==> config.mk <==
export PLATFORM = sky130hd
export DESIGN_NAME = key_repeat_line_editor
export DESIGN_NICKNAME = d
export VERILOG_FILES = /design/src/rtl/core/krle_pkg.sv /design/src/rtl/core/krle_shift.sv /design/src/rtl/core/key_repeat_line_editor.sv
export SDC_FILE = /design/constraint.sdc
export NUM_CORES = 1
export LEC_CHECK = 0
export BUFFER_PORTS_ARGS = -buffer_cell sky130_fd_sc_hd__clkbuf_2
export CORE_UTILIZATION = 60
export CTS_CLUSTER_SIZE = 28
export DETAILED_ROUTE_END_ITERATION = 7
export GPL_ROUTABILITY_DRIVEN = 0
export GPL_TIMING_DRIVEN = 0
export HOLD_SLACK_MARGIN = 0.12
export PLACE_DENSITY = 0.9
export SETUP_SLACK_MARGIN = 0.4
export SLEW_MARGIN = 20
export SYNTH_ARGS = -nofsm -noshare
export SYNTH_HDL_FRONTEND = slang
export SYNTH_SLANG_ARGS = --single-unit
==> constraint.sdc <==
create_clock -name clk -period 7.7 [get_ports clk]
set_clock_uncertainty 0.2 [all_clocks]
set_input_delay 1.54 -clock clk [delete_from_list [all_inputs] [get_ports clk]]
set_output_delay 1.54 -clock clk [all_outputs]
set_load 0.02 [all_outputs]
==> src/rtl/core/krle_pkg.sv <==
// Package for the key repeat line editor.
// Holds widths, key and event codes, layer byte tables and the shift command type.
// No dependencies.
package krle_pkg;

  // Store geometry
  localparam int TEXT_DEPTH = 256;
  localparam int ADDR_W     = $clog2(TEXT_DEPTH);
  localparam int POS_W      = 8;
  localparam int BYTE_W     = 8;

  // Field widths
  localparam int KIND_W  = 2;
  localparam int KEY_W   = 6;
  localparam int EDIT_W  = 2;
  localparam int LAYER_W = 2;
  localparam int CNT_W   = 21;
  localparam int PADDR_W = 4;
  localparam int PDATA_W = 32;

  localparam logic [CNT_W-1:0] CNT_MAX = '1;

  // Event kinds
  localparam logic [KIND_W-1:0] KIND_PRESS   = 2'd0;
  localparam logic [KIND_W-1:0] KIND_RELEASE = 2'd1;
  localparam logic [KIND_W-1:0] KIND_TICK    = 2'd2;

  // Key codes
  localparam logic [KEY_W-1:0] KEY_NONE         = 6'd0;
  localparam logic [KEY_W-1:0] KEY_ACCEPT       = 6'd1;
  localparam logic [KEY_W-1:0] KEY_SHIFT        = 6'd2;
  localparam logic [KEY_W-1:0] KEY_SUPER        = 6'd3;
  localparam logic [KEY_W-1:0] KEY_FN           = 6'd4;
  localparam logic [KEY_W-1:0] KEY_LETTER_FIRST = 6'd5;
  localparam logic [KEY_W-1:0] KEY_LETTER_LAST  = 6'd30;
  localparam logic [KEY_W-1:0] KEY_SPACE        = 6'd31;
  localparam logic [KEY_W-1:0] KEY_BACKSPACE    = 6'd32;
  localparam logic [KEY_W-1:0] KEY_DELETE       = 6'd33;
  localparam logic [KEY_W-1:0] KEY_RETURN       = 6'd34;
  localparam logic [KEY_W-1:0] KEY_ARROW_FIRST  = 6'd35;
  localparam logic [KEY_W-1:0] KEY_ARROW_LAST   = 6'd38;

  // Edit report codes
  localparam logic [EDIT_W-1:0] EDIT_NONE   = 2'd0;
  localparam logic [EDIT_W-1:0] EDIT_INSERT = 2'd1;
  localparam logic [EDIT_W-1:0] EDIT_REMOVE = 2'd2;

  // Layers
  localparam logic [LAYER_W-1:0] LAYER_LOWER  = 2'd0;
  localparam logic [LAYER_W-1:0] LAYER_UPPER  = 2'd1;
  localparam logic [LAYER_W-1:0] LAYER_NUMBER = 2'd2;
  localparam logic [LAYER_W-1:0] LAYER_SYMBOL = 2'd3;

  // Register indexes and reset values
  localparam logic [1:0] REG_LONG_HOLD  = 2'd0;
  localparam logic [1:0] REG_ARROW_HOLD = 2'd1;
  localparam logic [1:0] REG_REPEAT     = 2'd2;

  localparam logic [CNT_W-1:0] LONG_HOLD_RESET  = 21'd1000000;
  localparam logic [CNT_W-1:0] ARROW_HOLD_RESET = 21'd250000;
  localparam logic [CNT_W-1:0] REPEAT_RESET     = 21'd125000;

  localparam logic [BYTE_W-1:0] BYTE_SPACE   = 8'h20;
  localparam logic [BYTE_W-1:0] BYTE_NEWLINE = 8'h0A;

  localparam int LETTER_COUNT = 26;

  // Letter bytes per layer; symbol row carries the em dash as raw UTF-8
  localparam logic [BYTE_W-1:0] LAYER_TAB [4][LETTER_COUNT] = '{
    '{8'h71, 8'h77, 8'h65, 8'h72, 8'h74, 8'h79, 8'h75, 8'h69, 8'h6F, 8'h70,
      8'h61, 8'h73, 8'h64, 8'h66, 8'h67, 8'h68, 8'h6A, 8'h6B, 8'h6C, 8'h7A,
      8'h78, 8'h63, 8'h76, 8'h62, 8'h6E, 8'h6D},
    '{8'h51, 8'h57, 8'h45, 8'h52, 8'h54, 8'h59, 8'h55, 8'h49, 8'h4F, 8'h50,
      8'h41, 8'h53, 8'h44, 8'h46, 8'h47, 8'h48, 8'h4A, 8'h4B, 8'h4C, 8'h5A,
      8'h58, 8'h43, 8'h56, 8'h42, 8'h4E, 8'h4D},
    '{8'h31, 8'h32, 8'h33, 8'h34, 8'h35, 8'h36, 8'h37, 8'h38, 8'h39, 8'h30,
      8'h2E, 8'h2E, 8'h2E, 8'h2E, 8'h3B, 8'h27, 8'h5B, 8'h5D, 8'h5C, 8'h2E,
      8'h2E, 8'h2D, 8'h3D, 8'h2C, 8'h2E, 8'h2F},
    '{8'h21, 8'h40, 8'h23, 8'h24, 8'h25, 8'h5E, 8'h26, 8'h2A, 8'h28, 8'h29,
      8'h2E, 8'h2E, 8'h2E, 8'h2E, 8'h3A, 8'h22, 8'h7B, 8'h7D, 8'h7C, 8'h2E,
      8'h3F, 8'hE2, 8'h80, 8'h94, 8'h2B, 8'h3C}
  };

  function automatic logic [BYTE_W-1:0] layer_byte(input logic [LAYER_W-1:0] layer,
                                                   input logic [4:0] idx);
    logic [BYTE_W-1:0] b;
    b = '0;
    if (idx < 5'(LETTER_COUNT)) begin
      b = LAYER_TAB[layer][idx];
    end
    return b;
  endfunction

  // Request to the shift engine: move bytes from first to last, then write fill
  typedef struct packed {
    logic              go;
    logic              ins;
    logic [ADDR_W-1:0] first;
    logic [ADDR_W-1:0] last;
    logic [ADDR_W-1:0] fill_addr;
    logic [BYTE_W-1:0] fill_byte;
  } shift_cmd_t;

endpackage

==> src/rtl/core/krle_shift.sv <==
// Text store and its shift engine: one byte moved per cycle, then one fill write.
// Clears the store after reset, one entry per cycle.
// Depends on krle_pkg.
module krle_shift (
  input  logic                  clk,
  input  logic                  rst,
  input  krle_pkg::shift_cmd_t  cmd,
  output logic                  busy
);
  import krle_pkg::*;

  localparam logic [1:0] SH_CLEAR = 2'd0;
  localparam logic [1:0] SH_IDLE  = 2'd1;
  localparam logic [1:0] SH_MOVE  = 2'd2;
  localparam logic [1:0] SH_FILL  = 2'd3;

  localparam logic [ADDR_W-1:0] LAST_ADDR = ADDR_W'(TEXT_DEPTH - 1);

  logic [BYTE_W-1:0] mem [TEXT_DEPTH];

  logic [1:0]        state;
  logic [ADDR_W-1:0] clr_addr;
  logic [ADDR_W-1:0] src;
  logic [ADDR_W-1:0] last;
  logic [ADDR_W-1:0] rd_src;
  logic [ADDR_W-1:0] fill_addr;
  logic [BYTE_W-1:0] fill_byte;
  logic [BYTE_W-1:0] rd_data;
  logic              ins;
  logic              rd_pend;
  logic              reads_done;

  logic              wr_en;
  logic [ADDR_W-1:0] wr_addr;
  logic [BYTE_W-1:0] wr_data;

  // Sequencer
  always_ff @(posedge clk) begin
    if (rst) begin
      state      <= SH_CLEAR;
      clr_addr   <= '0;
      rd_pend    <= 1'b0;
      reads_done <= 1'b0;
    end else begin
      unique case (state)
        SH_CLEAR: begin
          clr_addr <= clr_addr + 1'b1;
          if (clr_addr == LAST_ADDR) begin
            state <= SH_IDLE;
          end
        end
        SH_IDLE: begin
          if (cmd.go) begin
            src        <= cmd.first;
            last       <= cmd.last;
            ins        <= cmd.ins;
            fill_addr  <= cmd.fill_addr;
            fill_byte  <= cmd.fill_byte;
            rd_pend    <= 1'b0;
            reads_done <= 1'b0;
            state      <= SH_MOVE;
          end
        end
        SH_MOVE: begin
          rd_pend <= !reads_done;
          rd_src  <= src;
          if (!reads_done) begin
            if (src == last) begin
              reads_done <= 1'b1;
            end else begin
              src <= ins ? src - 1'b1 : src + 1'b1;
            end
          end
          if (reads_done && rd_pend) begin
            state <= SH_FILL;
          end
        end
        SH_FILL: begin
          state <= SH_IDLE;
        end
        default: begin
          state <= SH_IDLE;
        end
      endcase
    end
  end

  // Write port select
  always_comb begin
    wr_en   = 1'b0;
    wr_addr = '0;
    wr_data = '0;
    unique case (state)
      SH_CLEAR: begin
        wr_en   = 1'b1;
        wr_addr = clr_addr;
      end
      SH_MOVE: begin
        wr_en   = rd_pend;
        wr_addr = ins ? rd_src + 1'b1 : rd_src - 1'b1;
        wr_data = rd_data;
      end
      SH_FILL: begin
        wr_en   = 1'b1;
        wr_addr = fill_addr;
        wr_data = fill_byte;
      end
      default: begin
        wr_en = 1'b0;
      end
    endcase
  end

  // Store: one write, one registered read
  always_ff @(posedge clk) begin
    if (wr_en) begin
      mem[wr_addr] <= wr_data;
    end
    rd_data <= mem[src];
  end

  assign busy = (state != SH_IDLE);

endmodule

==> src/rtl/core/key_repeat_line_editor.sv <==
// Key repeat line editor, top level: event decode, repeat timing, APB registers.
// Instantiates krle_shift for the text store; depends on krle_pkg.
//
//   channel | direction | handshake          | payload
//   --------+-----------+--------------------+---------------------------------------
//   input   | in        | in_valid/in_stall  | kind, key_code
//   output  | out       | out_valid/out_stall| edit_kind .. repeat_fired
//   config  | in        | APB psel/penable   | paddr, pwdata, prdata
//
// An event is decoded in the execute state and its result is loaded in the finish
// state; an insert or removal waits there while the shift engine moves the text.
// After reset the store is cleared; in_stall is high meanwhile.
// One result waits in the output register while the next request is decoded;
// a held out_stall stops the block only when a second result is ready.
module key_repeat_line_editor (
  input  logic                            clk,
  input  logic                            rst,
  input  logic                            psel,
  input  logic                            penable,
  input  logic                            pwrite,
  input  logic [krle_pkg::PADDR_W-1:0]    paddr,
  input  logic [krle_pkg::PDATA_W-1:0]    pwdata,
  output logic [krle_pkg::PDATA_W-1:0]    prdata,
  output logic                            pready,
  input  logic                            in_valid,
  output logic                            in_stall,
  input  logic [krle_pkg::KIND_W-1:0]     kind,
  input  logic [krle_pkg::KEY_W-1:0]      key_code,
  output logic                            out_valid,
  input  logic                            out_stall,
  output logic [krle_pkg::EDIT_W-1:0]     edit_kind,
  output logic [krle_pkg::POS_W-1:0]      edit_pos,
  output logic [krle_pkg::BYTE_W-1:0]     edit_byte,
  output logic [krle_pkg::POS_W-1:0]      text_length,
  output logic [krle_pkg::POS_W-1:0]      cursor_now,
  output logic [krle_pkg::LAYER_W-1:0]    layer_now,
  output logic                            accepted,
  output logic                            repeat_fired
);
  import krle_pkg::*;

  localparam logic [1:0] ST_IDLE   = 2'd0;
  localparam logic [1:0] ST_EXEC   = 2'd1;
  localparam logic [1:0] ST_FINISH = 2'd2;

  logic [1:0]          state;
  logic [KIND_W-1:0]   in_kind;
  logic [KEY_W-1:0]    in_key;

  logic [POS_W-1:0]    length_count, length_next;
  logic [POS_W-1:0]    cursor_pos, cursor_next;
  logic [LAYER_W-1:0]  layer_sel, layer_next;
  logic [KEY_W-1:0]    held_key, held_next;
  logic [CNT_W-1:0]    hold_elapsed, hold_next;
  logic [CNT_W-1:0]    press_elapsed, press_next;
  logic                accept_flag, accept_next;

  logic [CNT_W-1:0]    long_hold_delay;
  logic [CNT_W-1:0]    arrow_hold_delay;
  logic [CNT_W-1:0]    repeat_interval;

  // Result held until the store settles
  logic [EDIT_W-1:0]   pend_kind, ek;
  logic [POS_W-1:0]    pend_pos, ep;
  logic [BYTE_W-1:0]   pend_byte, eb;
  logic                pend_fired, fire;

  logic [CNT_W-1:0]    hold_inc, press_inc;
  logic                is_arrow, do_press, letter;
  logic [KEY_W-1:0]    pk;
  logic                ins_req, rm_req, rm_before;
  logic [BYTE_W-1:0]   ins_byte;
  logic                room, ins_ok, rm_ok;
  logic [POS_W-1:0]    rm_at;

  shift_cmd_t          sh_cmd;
  logic                sh_busy;
  logic                accept_in, load_out, cfg_wr;

  assign pready    = 1'b1;
  assign cfg_wr    = psel && penable && pwrite;
  assign in_stall  = (state != ST_IDLE) || sh_busy;
  assign accept_in = in_valid && !in_stall;
  assign load_out  = (state == ST_FINISH) && !sh_busy && (!out_valid || !out_stall);

  krle_shift u_shift (
    .clk  (clk),
    .rst  (rst),
    .cmd  (sh_cmd),
    .busy (sh_busy)
  );

  // Configuration registers
  always_ff @(posedge clk) begin
    if (rst) begin
      long_hold_delay  <= LONG_HOLD_RESET;
      arrow_hold_delay <= ARROW_HOLD_RESET;
      repeat_interval  <= REPEAT_RESET;
    end else if (cfg_wr) begin
      unique case (paddr[3:2])
        REG_LONG_HOLD:  long_hold_delay  <= pwdata[CNT_W-1:0];
        REG_ARROW_HOLD: arrow_hold_delay <= pwdata[CNT_W-1:0];
        REG_REPEAT:     repeat_interval  <= pwdata[CNT_W-1:0];
        default:        ;
      endcase
    end
  end

  always_comb begin
    unique case (paddr[3:2])
      REG_LONG_HOLD:  prdata = PDATA_W'(long_hold_delay);
      REG_ARROW_HOLD: prdata = PDATA_W'(arrow_hold_delay);
      REG_REPEAT:     prdata = PDATA_W'(repeat_interval);
      default:        prdata = '0;
    endcase
  end

  // Event decode and state update
  always_comb begin
    length_next = length_count;
    cursor_next = cursor_pos;
    layer_next  = layer_sel;
    held_next   = held_key;
    hold_next   = hold_elapsed;
    press_next  = press_elapsed;
    accept_next = accept_flag;
    ek          = EDIT_NONE;
    ep          = '0;
    eb          = '0;
    sh_cmd      = '0;
    ins_req     = 1'b0;
    rm_req      = 1'b0;
    rm_before   = 1'b0;
    ins_byte    = '0;

    hold_inc  = (hold_elapsed == CNT_MAX) ? hold_elapsed : hold_elapsed + 1'b1;
    press_inc = (press_elapsed == CNT_MAX) ? press_elapsed : press_elapsed + 1'b1;
    is_arrow  = (held_key >= KEY_ARROW_FIRST) && (held_key <= KEY_ARROW_LAST);
    fire      = (in_kind == KIND_TICK) && (held_key != KEY_NONE) &&
                ((hold_inc > long_hold_delay) ||
                 (is_arrow && (hold_inc > arrow_hold_delay))) &&
                (press_inc > repeat_interval);
    do_press  = (in_kind == KIND_PRESS) || fire;
    pk        = (in_kind == KIND_PRESS) ? in_key : held_key;
    letter    = (pk >= KEY_LETTER_FIRST) && (pk <= KEY_LETTER_LAST);

    // tick advances both counters before any repeat
    if (in_kind == KIND_TICK) begin
      hold_next  = hold_inc;
      press_next = press_inc;
    end

    if (in_kind == KIND_RELEASE) begin
      if (in_key == KEY_SHIFT || in_key == KEY_SUPER || in_key == KEY_FN) begin
        layer_next = LAYER_LOWER;
      end
      if (held_key == in_key) begin
        held_next = KEY_NONE;
      end
    end

    if (do_press) begin
      press_next = '0;
      priority if (pk == KEY_ACCEPT) begin
        accept_next = 1'b1;
      end else if (pk == KEY_SHIFT) begin
        layer_next = LAYER_UPPER;
      end else if (pk == KEY_SUPER) begin
        layer_next = LAYER_NUMBER;
      end else if (pk == KEY_FN) begin
        layer_next = LAYER_SYMBOL;
      end else if (letter) begin
        ins_req  = 1'b1;
        ins_byte = layer_byte(layer_sel, 5'(pk - KEY_LETTER_FIRST));
      end else if (pk == KEY_SPACE) begin
        ins_req  = 1'b1;
        ins_byte = BYTE_SPACE;
      end else if (pk == KEY_BACKSPACE) begin
        rm_req    = 1'b1;
        rm_before = 1'b1;
      end else if (pk == KEY_DELETE) begin
        rm_req = 1'b1;
      end else if (pk == KEY_RETURN) begin
        ins_req  = 1'b1;
        ins_byte = BYTE_NEWLINE;
      end else begin
        ins_req = 1'b0;
      end
      if (pk != KEY_SHIFT && pk != held_key) begin
        held_next = pk;
        hold_next = '0;
      end
    end

    // insert: tail moves up one byte, new byte lands at the cursor
    room   = ({1'b0, length_count} + (POS_W+1)'(2)) < (POS_W+1)'(TEXT_DEPTH);
    ins_ok = ins_req && room && (cursor_pos <= length_count);
    // remove: tail moves down one byte, vacated end slot is zeroed
    rm_ok  = rm_req && (cursor_pos <= length_count) &&
             (rm_before ? (cursor_pos != '0) : (cursor_pos != length_count));
    rm_at  = rm_before ? cursor_pos - 1'b1 : cursor_pos;

    if (ins_ok) begin
      ek          = EDIT_INSERT;
      ep          = cursor_pos;
      eb          = ins_byte;
      cursor_next = cursor_pos + 1'b1;
      length_next = length_count + 1'b1;
      sh_cmd.ins       = 1'b1;
      sh_cmd.first     = length_count[ADDR_W-1:0];
      sh_cmd.last      = cursor_pos[ADDR_W-1:0];
      sh_cmd.fill_addr = cursor_pos[ADDR_W-1:0];
      sh_cmd.fill_byte = ins_byte;
    end else if (rm_ok) begin
      ek          = EDIT_REMOVE;
      ep          = rm_at;
      cursor_next = rm_at;
      length_next = length_count - 1'b1;
      sh_cmd.ins       = 1'b0;
      sh_cmd.first     = rm_at[ADDR_W-1:0] + 1'b1;
      sh_cmd.last      = length_count[ADDR_W-1:0];
      sh_cmd.fill_addr = length_count[ADDR_W-1:0];
      sh_cmd.fill_byte = '0;
    end
    sh_cmd.go = (state == ST_EXEC) && (ins_ok || rm_ok);
  end

  // Control sequence and editor state
  always_ff @(posedge clk) begin
    if (rst) begin
      state         <= ST_IDLE;
      out_valid     <= 1'b0;
      length_count  <= '0;
      cursor_pos    <= '0;
      layer_sel     <= LAYER_LOWER;
      held_key      <= KEY_NONE;
      hold_elapsed  <= '0;
      press_elapsed <= '0;
      accept_flag   <= 1'b0;
    end else begin
      unique case (state)
        ST_IDLE: begin
          if (accept_in) begin
            state <= ST_EXEC;
          end
        end
        ST_EXEC: begin
          length_count  <= length_next;
          cursor_pos    <= cursor_next;
          layer_sel     <= layer_next;
          held_key      <= held_next;
          hold_elapsed  <= hold_next;
          press_elapsed <= press_next;
          accept_flag   <= accept_next;
          state         <= ST_FINISH;
        end
        ST_FINISH: begin
          if (load_out) begin
            state <= ST_IDLE;
          end
        end
        default: begin
          state <= ST_IDLE;
        end
      endcase

      if (load_out) begin
        out_valid <= 1'b1;
      end else if (!out_stall) begin
        out_valid <= 1'b0;
      end
    end
  end

  // Payload registers
  always_ff @(posedge clk) begin
    if (accept_in) begin
      in_kind <= kind;
      in_key  <= key_code;
    end
    if (state == ST_EXEC) begin
      pend_kind  <= ek;
      pend_pos   <= ep;
      pend_byte  <= eb;
      pend_fired <= fire;
    end
    if (load_out) begin
      edit_kind    <= pend_kind;
      edit_pos     <= pend_pos;
      edit_byte    <= pend_byte;
      text_length  <= length_count;
      cursor_now   <= cursor_pos;
      layer_now    <= layer_sel;
      accepted     <= accept_flag;
      repeat_fired <= pend_fired;
    end
  end

  // Checks
  a_cursor_in_text: assert property (@(posedge clk) disable iff (rst)
    cursor_pos <= length_count)
    else $error("cursor beyond text length");

  a_length_bound: assert property (@(posedge clk) disable iff (rst)
    {1'b0, length_count} < (POS_W+1)'(TEXT_DEPTH - 1))
    else $error("text length exceeds store");

  a_shift_free: assert property (@(posedge clk) disable iff (rst)
    sh_cmd.go |-> !sh_busy)
    else $error("shift request while store busy");

  a_accept_sticky: assert property (@(posedge clk) disable iff (rst)
    !$fell(accept_flag))
    else $error("accept flag dropped");

endmodule
Word-level counts from Yosys, hierarchy flattened
Index checks and enable logic that the tools add are counted.
Word-level totals
  logic and storage cells: 242
  register bits: 227
  input bits: 51
  output and inout port bits: 73
Operators by class
  $add $sub $neg: 12
  bitwise logic cells: 3
  equal/unequal tests: 37
  multiplexer cells: 94
  order comparisons: 12
  reductions and logical operators: 51
Operators with widths (number)
  208-bit binary-select mux with 2-bit select: 1
  208-bit 2-to-1 mux: 2
  8-bit 2-to-1 mux: 20
  21-bit 2-to-1 mux: 7
  32-bit 2-to-1 mux: 2
  21-bit > comparator: 3
  21-bit case mux with 3 select lines: 1
  21-bit by 1-bit adder with 21-bit output (second input constant): 2
  21-bit == test (second input constant): 2
  8-bit by 1-bit adder with 8-bit output (second input constant): 5
  8-bit binary-select mux with 5-bit select: 1
  6-bit 2-to-1 mux: 6
  1-bit 2-to-1 mux: 33
  2-bit 2-to-1 mux: 13
  6-bit by 2-bit == test with 1-bit output (second input constant): 4
  8-bit by 1-bit subtractor with 8-bit output (second input constant): 3
  6-bit == test (second input constant): 3
  1-bit logical AND: 18
  8-bit case mux with 2 select lines: 1
  2-bit AND reduction: 7
  6-bit by 3-bit == test with 1-bit output (second input constant): 2
  6-bit >= comparator (second input constant): 2
  4-bit 2-to-1 mux: 3
  2-bit == test (second input constant): 5
  other kinds (34): 63

Logic depth before layout (Yosys ltp)
Gate-level depths: netlist of the first run.
  depth in word-level cells: 19
  mapped depth: 29
  mapped depth without buffers: 27

Hierarchy
A second synthesis of the first run with hierarchy kept.
Unflattened totals
  cell total of the unflattened synthesis: 1684
  area, all modules: 14101.0 µm²
By module, submodules not included
  key_repeat_line_editor: cells an instance 1542, sequential area each 4614.4 µm², times used 1, area each 12578.3 µm²
  krle_shift: cells an instance 142, sequential area each 750.7 µm², times used 1, area each 1522.7 µm²

Worst setup path before layout of the first run
No wires, ideal clock.
  path type: register -> register
  start: register press_elapsed[0]
  end: register u_shift.src[0] (enable)
  path buffers: 0
  cell stages (with the launch flop): 21
  period minus slack after synthesis: 6166 ps
  path slack: 1534 ps
  data required time: 7081 ps
  library setup time: 419 ps
  data arrival time: 5546 ps
  cell sequence: dfxtp_1 ha_1 nand4_1 nor4_1 a2111oi_2 and3_1 and3_1 and3_1 and3_1 xor2_1 ha_1 nand4_1 nor4bb_1 o21ai_0 o211ai_1 nand2_1 o22ai_2 o211ai_2 o21ai_1 o21ai_0 a2111oi_0
On the way
  cells in the longest elaborated chain, start to end: 12
  elaborated cells on any way between the ends: 18
  classes of those cells: 1 x add/sub; 1 x order compare; 2 x eq/ne; 5 x mux; 9 x reduce/logical
Ends and longest elaborated chain
  from (decl): RTL line key_repeat_line_editor.sv:55  | logic [CNT_W-1:0] press_elapsed, press_next;
  from (signal assigned): RTL line key_repeat_line_editor.sv:253  | press_elapsed <= press_next;
  21-bit by 1-bit adder with 21-bit output / 21-bit == test (equally long branches): RTL line key_repeat_line_editor.sv:137  | press_inc = (press_elapsed == CNT_MAX) ? press_elapsed : press_elapsed + 1'b1;
  21-bit 2-to-1 mux (*): RTL line key_repeat_line_editor.sv:137
  21-bit > comparator (*): RTL line key_repeat_line_editor.sv:142  | (press_inc > repeat_interval);
  1-bit logical AND (*): RTL line key_repeat_line_editor.sv:141  | (is_arrow && (hold_inc > arrow_hold_delay))) &&
  1-bit logical OR (*): RTL line key_repeat_line_editor.sv:143  | do_press = (in_kind == KIND_PRESS) || fire;
  1-bit 2-to-1 mux: RTL line key_repeat_line_editor.sv:162  | if (do_press) begin
  1-bit 2-to-1 mux, or another cell as far along: RTL line key_repeat_line_editor.sv:200  | (rm_before ? (cursor_pos != '0) : (cursor_pos != length_count));
  1-bit logical AND (on tied branches): RTL line key_repeat_line_editor.sv:199, key_repeat_line_editor.sv:197
  1-bit logical OR (*): RTL line key_repeat_line_editor.sv:225  | sh_cmd.go = (state == ST_EXEC) && (ins_ok || rm_ok);
  1-bit logical AND (*): RTL line key_repeat_line_editor.sv:225
  2-bit inequality test (no source line) (*)
  5-bit AND reduction (no source line) (*)
  to (signal assigned): RTL line krle_shift.sv:54  | src <= cmd.first;
  to (signal assigned): RTL line krle_shift.sv:71  | src <= ins ? src - 1'b1 : src + 1'b1;
  to (decl): RTL line krle_shift.sv:23  | logic [ADDR_W-1:0] src;
Mark *: on every way between the ends. The rest lies on a longest branch, timed or not.
A chain may end at the register's enable or synchronous reset.

Final worst setup path of the first run
  start: register hold_elapsed[6]
  end: register length_count[7]
On the way
  cells in the longest elaborated chain, start to end: 13
  elaborated cells on any way between the ends: 21
  classes of those cells: 1 x add/sub; 2 x order compare; 1 x eq/ne; 6 x mux; 11 x reduce/logical
Ends and longest elaborated chain
  from (decl): RTL line key_repeat_line_editor.sv:54  | logic [CNT_W-1:0] hold_elapsed, hold_next;
  from (signal assigned): RTL line key_repeat_line_editor.sv:252  | hold_elapsed <= hold_next;
  21-bit by 1-bit adder with 21-bit output / 21-bit == test (equally long branches): RTL line key_repeat_line_editor.sv:136  | hold_inc = (hold_elapsed == CNT_MAX) ? hold_elapsed : hold_elapsed + 1'b1;
  21-bit 2-to-1 mux (*): RTL line key_repeat_line_editor.sv:136
  21-bit > comparator: RTL line key_repeat_line_editor.sv:141
  1-bit logical AND: RTL line key_repeat_line_editor.sv:141
  1-bit logical OR (*): RTL line key_repeat_line_editor.sv:140  | ((hold_inc > long_hold_delay) ||
  1-bit logical AND (*): RTL line key_repeat_line_editor.sv:139  | fire = (in_kind == KIND_TICK) && (held_key != KEY_NONE) &&
  1-bit logical AND (*): RTL line key_repeat_line_editor.sv:141
  1-bit logical OR (*): RTL line key_repeat_line_editor.sv:143
  1-bit 2-to-1 mux: RTL line key_repeat_line_editor.sv:162
  1-bit 2-to-1 mux, or another cell as far along: RTL line key_repeat_line_editor.sv:200
  1-bit logical AND (on tied branches): RTL line key_repeat_line_editor.sv:199, key_repeat_line_editor.sv:197
  2-bit nonzero test (no source line)
  2-bit AND reduction (no source line)
  to (signal assigned): RTL line key_repeat_line_editor.sv:248  | length_count <= length_next;
  to (decl): RTL line key_repeat_line_editor.sv:50  | logic [POS_W-1:0] length_count, length_next;
Marked as above.

==> run metrics, run 1 <==
final WL=40200 um; Post-DRT Antenna Nets=0; total gr overflow=0; final hold violations=0; CTS tree=done; Peak Freq=145 MHz; Vias per Instance=6.38; Initial Util=0.615; DR pass1 iterations=8; critical path's top delay family=simple AND/OR/NAND/NOR gates; port buffer count=96; num rows=55; Tcrit/Tclk final=0.897; worst skew pair latency=540 ps; total CTS buffers=25; CP Max Fanout=16; initial antenna violation count=0; Setup TNS Final=0 ps; placed wire-length estimate=29100 um; DRC Markers=0; Yosys warnings=0; detailed-route via count=13500; sum of buffers and inverters on the critical path=2; Post-Syn Instances=1642; most used cell, CP=a21oi_1; outcome=complete, no violations; Clock Sinks=227; top cells by area, synth=dfxtp_1, edfxtp_1, ha_1; Peak VDD IR=0.208 mV; most common flop cell mapped by yosys=dfxtp_1; CP Launch Type=flip-flop; H-tree depth=1; layout cells sized above 1=0.113; Nets=1946; Worst slew margin=0.285; max-cap check violation count=0; Syn Std Cell Area=14000 um^2; clock slew at reported path FFs=60 ps; Die Y=155 um; die area=24000 um^2; RSZ-0062 raised after global routing=no; final setup vio count=0; Final min period=6900 ps; LEAKAGE=6.23 nW; Hold Path Class=reg -> reg; crit path DAT=7150 ps; Worst setup EP type=flip-flop; post-synthesis sequential element count=227; post-synth top area cell=dfxtp_1; largest net degree at the start of global routing=28; Ports=124; All-Layer GR Usage=0.327; synth-to-layout area growth=13.9%; Worst Path Class, Setup=reg -> reg; PwrDens=178 nW/um^2; share of the synthesized area in the top cell type=0.207; CTS root buf=clkbuf_16; max incr delay on CP=450 ps; Syn Area/Cell=8.54 um^2; CORE AREA=22800 um^2; vias in the first global route=12700; Distinct cells, synth=82; CTS max path bufs=3; fillcell total=1655; critical path's slowest cell=nor4bb_2; first-pass GRT wire length=63100 um; final max-slew violation count=0; Worst EP required=7940 ps; Async S/R FF share, synth=0; number of synthesized flops with an enable pin=82; drt initial violations=1380; post-layout util=0.701; sequential cell area fraction in the yosys report=0.383; Worst-Margin Slew=1070 ps; wire per inst=19.0 um; Die Wd=155 um
-- flip-flops by register name, summed over array words and instances (netlist names), 21 cells and up --
name              cells
arrow_hold_delay     21
hold_elapsed         21
long_hold_delay      21
press_elapsed        21
repeat_interval      21
-- synth_stat cells (all sizes together), types with 11 or more instances --
| cell type | count |
|---|---|
| o21ai | 102 |
| ha | 110 |
| nor2 | 103 |
| a31oi | 15 |
| o211ai | 26 |
| or3 | 15 |
| xor2 | 29 |
| dfxtp | 145 |
| clkbuf | 69 |
| a21oi | 152 |
| nand4 | 31 |
| and3 | 23 |
| buf | 24 |
| nand3b | 11 |
| nor3 | 22 |
| mux2i | 35 |
| a21o | 20 |
| edfxtp | 82 |
| nand3 | 44 |
| a22oi | 20 |
| xnor2 | 58 |
| nand2 | 246 |
| inv | 94 |
-- repair_timing --
| action | 4_1_cts | 5_1_grt |
|---|---|---|
| pin swaps | 0 | 5 |
| setup endpoints to repair | 1 | 3 |
| gates resized for setup | 4 | 12 |
| gates cloned | 0 | 0 |
| buffers inserted | 0 | 6 |
| hold buffers | 0 | 0 |
| endpoints found under the hold margin | 0 | 0 |
-- worst register-to-register path: cells and delay by family, from the launching register on --
kind | cells | cell delay, ps
buf+inv | 2 | 390
fa+ha+maj | 2 | 630
simple gates | 12 | 2750
compound gates | 11 | 2210
xor+xnor | 2 | 220
flops | 1 | 440
-- routing by layer --
metal	share of wire	routed length, um	track usage
met2	0.46	18500	0.547
met5	0	0	0
met4	0.056	2250	0.190
met3	0.11	4230	0.0387
met1	0.38	15200	0.409
-- stage by stage --
| step | cells | area, um^2 | hold WS (ps) | power, mW | worst slack [ps] |
|---|---|---|---|---|---|
| floorplan | 1652 | 14100 | 200 | 1.53 | 1530 |
| CTS | 2108 | 15800 | 218 | 2.82 | 433 |
| global placement | 2061 | 14900 | 200 | 1.62 | -276 |
| finish | 2115 | 16000 | 217 | 2.84 | 795 |
| detailed placement | 2063 | 15000 | 205 | 1.63 | 211 |
| global route | 2114 | 16000 | 225 | 2.91 | 367 |
-- cell families (layout without fill, tap and decap cells) --
kind of cell,Yosys count,count (layout),synth area share
adders and majority gates,112,112,0.101
buffers and inverters,190,339,0.0559
and+or+nand+nor,567,567,0.192
DFF,227,227,0.383
xor gates and xnor gates,87,87,0.0544
other,2,13,0.000536
muxes,41,41,0.0306
AOI/OAI and AO/OA,416,416,0.183
-- worst paths after layout --
check	from	endpoint	slack, ps	cells after the start
worst max-delay path	hold_elapsed[6]$_SDFFE_PP0P_	length_count[7]$_SDFFE_PP0P_	800	29
worst max register to register	hold_elapsed[6]$_SDFFE_PP0P_	length_count[7]$_SDFFE_PP0P_	800	29
worst min-delay path	pend_pos[6]$_DFFE_PP_	edit_pos[6]$_DFFE_PP_	220	0
worst min register to register	pend_pos[6]$_DFFE_PP_	edit_pos[6]$_DFFE_PP_	220	0
-- power breakdown --
| part | internal, mW | switching [mW] | total (mW) |
|---|---|---|---|
| clock | 0.713 | 0.497 | 1.21 |
| combinational | 0.115 | 0.220 | 0.335 |
| sequential | 1.27 | 0.0220 | 1.29 |
-- final cells by class --
cell class                 instances  area, um^2  area share
antenna                            1        2.50    0.000157
buffer                            93         422      0.0264
sequential                       227        5370       0.336
timing repair buffer             104         558      0.0350
clock inverter                    11         115     0.00721
clock buffer                      34         709      0.0444
inverter                          97         364      0.0228
tap                              313         392      0.0245
multi-input combinational       1235        8030       0.503
-- layout by cell type, fill, tap and decap left out, types with 29 or more instances in the layout --
| cell | instances |
|---|---|
| inv_1 | 93 |
| nor2_1 | 102 |
| o21ai_0 | 92 |
| dfxtp_1 | 145 |
| clkbuf_2 | 96 |
| a21oi_1 | 150 |
| xnor2_1 | 58 |
| nand3_1 | 43 |
| ha_1 | 110 |
| clkbuf_1 | 73 |
| edfxtp_1 | 82 |
| mux2i_1 | 35 |
| xor2_1 | 29 |
| nand4_1 | 30 |
| nand2_1 | 245 |
Note: power is estimated with default switching activity, not from simulation.
==> inputs of run 2 (changes only) <==
--- a/config.mk
+++ b/config.mk
@@ -11,5 +11,4 @@
 export DETAILED_ROUTE_END_ITERATION = 7
 export GPL_ROUTABILITY_DRIVEN = 0
-export GPL_TIMING_DRIVEN = 0
 export HOLD_SLACK_MARGIN = 0.12
 export PLACE_DENSITY = 0.9
==> constraint.sdc (replaced) <==
create_clock -name clk -period 7.7 [get_ports clk]
set_clock_uncertainty 0.2 [all_clocks]
set_input_delay 0 -clock clk [delete_from_list [all_inputs] [get_ports clk]]
set_output_delay 0 -clock clk [all_outputs]
set_load 0.02 [all_outputs]
==> run metrics, run 2 (synthesized netlist as in run 1, its figures left out) <==
pre-CTS setup slack=730 ps (+519 ps); Clock Sinks=227 (unchanged); CTS tree=done; placed wire-length estimate=25900 um (-11%); drt initial violations=1805 (+31%); layout cells sized above 1=0.106 (-0.00713); Die Wd=155 um (unchanged); Die Y=155 um (unchanged); Setup TNS Final=0 ps (unchanged); die area=24000 um^2 (unchanged); total gr overflow=0 (unchanged); num rows=55 (unchanged); port buffer count=98 (+2.1%); fillcell total=1512 (-8.6%); Nets=1935 (-0.57%); final hold violations=0 (unchanged); worst skew pair latency=540 ps (about the same); Reg2Reg Setup Slack=710 ps (-80 ps); critical path's slowest cell=nor4bb_1; max-cap check violation count=0 (unchanged); DP Area=14700 um^2 (-2.0%); clock slew at reported path FFs=60 ps (about the same); detailed-route via count=13900 (+2.8%); worst hold start=pwdata[15]; wire per inst=20.7 um (+9.0%); number of antenna diodes=0 (-1); PwrDens=178 nW/um^2 (+0.45%); Final Cell Area=16300 um^2 (+2.1%); synth-to-layout area growth=16.2%; Peak VDD IR=0.191 mV (-8.2%); Final min period=6990 ps (+81.1 ps); Worst Path Class, Setup=reg -> reg; Tcrit/Tclk final=0.907 (+0.0105); crit path DAT=7230 ps (+80 ps); RSZ-0062 raised after global routing=no; Post-DRT Antenna Nets=0 (unchanged); Worst setup EP type=flip-flop; CORE AREA=22800 um^2 (unchanged); vias in the first global route=13500 (+6.4%); Hold Path Depth=4 (+4); Vias per Instance=6.59 (+3.3%); most common cell after layout, fill and taps aside=nand2_1; Worst slew margin=0.213 (-0.0723); Peak Freq=143 MHz (-1.2%); Worst-Margin Slew=1180 ps (+115 ps); final max-slew violation count=0 (unchanged); Worst EP required=7940 ps (about the same); failing checks=DRC; CTS root buf=clkbuf_16; initial antenna violation count=0 (unchanged); commonest non-fill, non-tap cells in the layout=nand2_1, a21oi_1, dfxtp_1; Worst R2R End=length_count[7]$_SDFFE_PP0P_; largest net degree at the start of global routing=76 (+170%); Ports=124 (unchanged); CTS max path bufs=3 (unchanged); final setup vio count=0 (unchanged); final worst slack=714 ps (-81.1 ps); Initial Util=0.615 (unchanged); outcome=finished with violations; DR pass1 iterations=8 (unchanged); hold path endpoint=long_hold_delay[15]$_SDFFE_PP0P_; Hold Path Class=in -> reg; CP Max Fanout=9 (-7); H-tree depth=1 (unchanged); first-pass GRT wire length=68700 um (+9.0%); total CTS buffers=24 (-4.0%); Crit Reg-Reg Startpoint=press_elapsed[0]$_SDFFE_PP0P_; All-Layer GR Usage=0.360 (+0.0328); LEAKAGE=6.33 nW (+1.5%); final WL=43600 um (+8.4%); max incr delay on CP=490 ps (+40 ps); FF-to-FF path depth=27 (-6.9%); CP Launch Type=flip-flop; DRC Markers=42 (+42)
==> run 2: changes by cell type in the layout (fill, tap and decap cells not counted), moves of 3 or more <==
| cell | delta |
|---|---|
| clkbuf_1 | -70 |
| clkinv_2 | -4 |
| nor4_4 | -3 |
| dlygate4sd3_1 | +71 |
| buf_2 | -5 |
| buf_1 | -4 |
==> run 2: area by class of cell <==
cell class / count / area, um^2 / share of cell area
Sequential cell: 227 / 5370 / 0.329
Clock buffer: 31 / 678 / 0.0416
Inverter: 97 / 364 / 0.0223
Clock inverter: 13 / 183 / 0.0112
Multi-Input combinational cell: 1235 / 7970 / 0.489
Tap cell: 313 / 392 / 0.0240
Timing Repair Buffer: 187 / 1340 / 0.0822
==> run 2: how the worst max path moves through the flow <==
stage	to	slack, ps	depth (start not counted)	startpoint
4_1_cts	length_count[7]$_SDFFE_PP0P_	640	27	press_elapsed[0]$_SDFFE_PP0P_
5_1_grt	length_count[7]$_SDFFE_PP0P_	400	27	press_elapsed[0]$_SDFFE_PP0P_
2_1_floorplan	u_shift.src[0]$_DFFE_PP_	1530	20	press_elapsed[0]$_SDFFE_PP0P_
3_3_place_gp	length_count[7]$_SDFFE_PP0P_	950	27	press_elapsed[0]$_SDFFE_PP0P_
6_report	length_count[7]$_SDFFE_PP0P_	710	27	press_elapsed[0]$_SDFFE_PP0P_
3_5_place_dp	length_count[7]$_SDFFE_PP0P_	730	27	hold_elapsed[6]$_SDFFE_PP0P_
==> run 2: per-stage QoR <==
stage | cells | power (mW) | util | hold slack (ps)
finish | 2103 | 2.91 | 0.715 | 148
global route | 2103 | 2.98 | 0.715 | 175
CTS | 2103 | 2.88 | 0.713 | 121
detailed placement | 1988 | 1.61 | 0.644 | -16.2
global placement | 1988 | 1.60 | 0.644 | -20.1
floorplan | 1652 | 1.53 | - | -101
==> run 2: metal layers <==
metal	routed length (um)	part of all wire	up-vias	GRT usage
met4	3520	0.081	0	0.256
met3	4870	0.11	359	0.0933
met2	19900	0.46	1088	0.594
met5	0	0	-	0.00414
met1	15300	0.35	6313	0.406
li1	-	-	6102	-
==> run 2: worst max-delay path, delay by kind of cell (launching register included) <==
| family | cells | cell delay (ps) |
|---|---|---|
| compound gates | 11 | 2100 |
| xor+xnor | 2 | 260 |
| fa+ha+maj | 3 | 940 |
| flops | 1 | 480 |
| simple gates | 11 | 2940 |
==> run 2: timing repair <==
action,4_1_cts,5_1_grt
hold buffers,71,0
gates resized for setup,0,5
endpoints found under the hold margin,161,0
setup endpoints to repair,0,2
buffers inserted,0,0
==> run 2: power breakdown <==
group | switching, mW | internal (mW)
sequential | 0.0255 | 1.27
combinational | 0.216 | 0.131
clock | 0.507 | 0.760
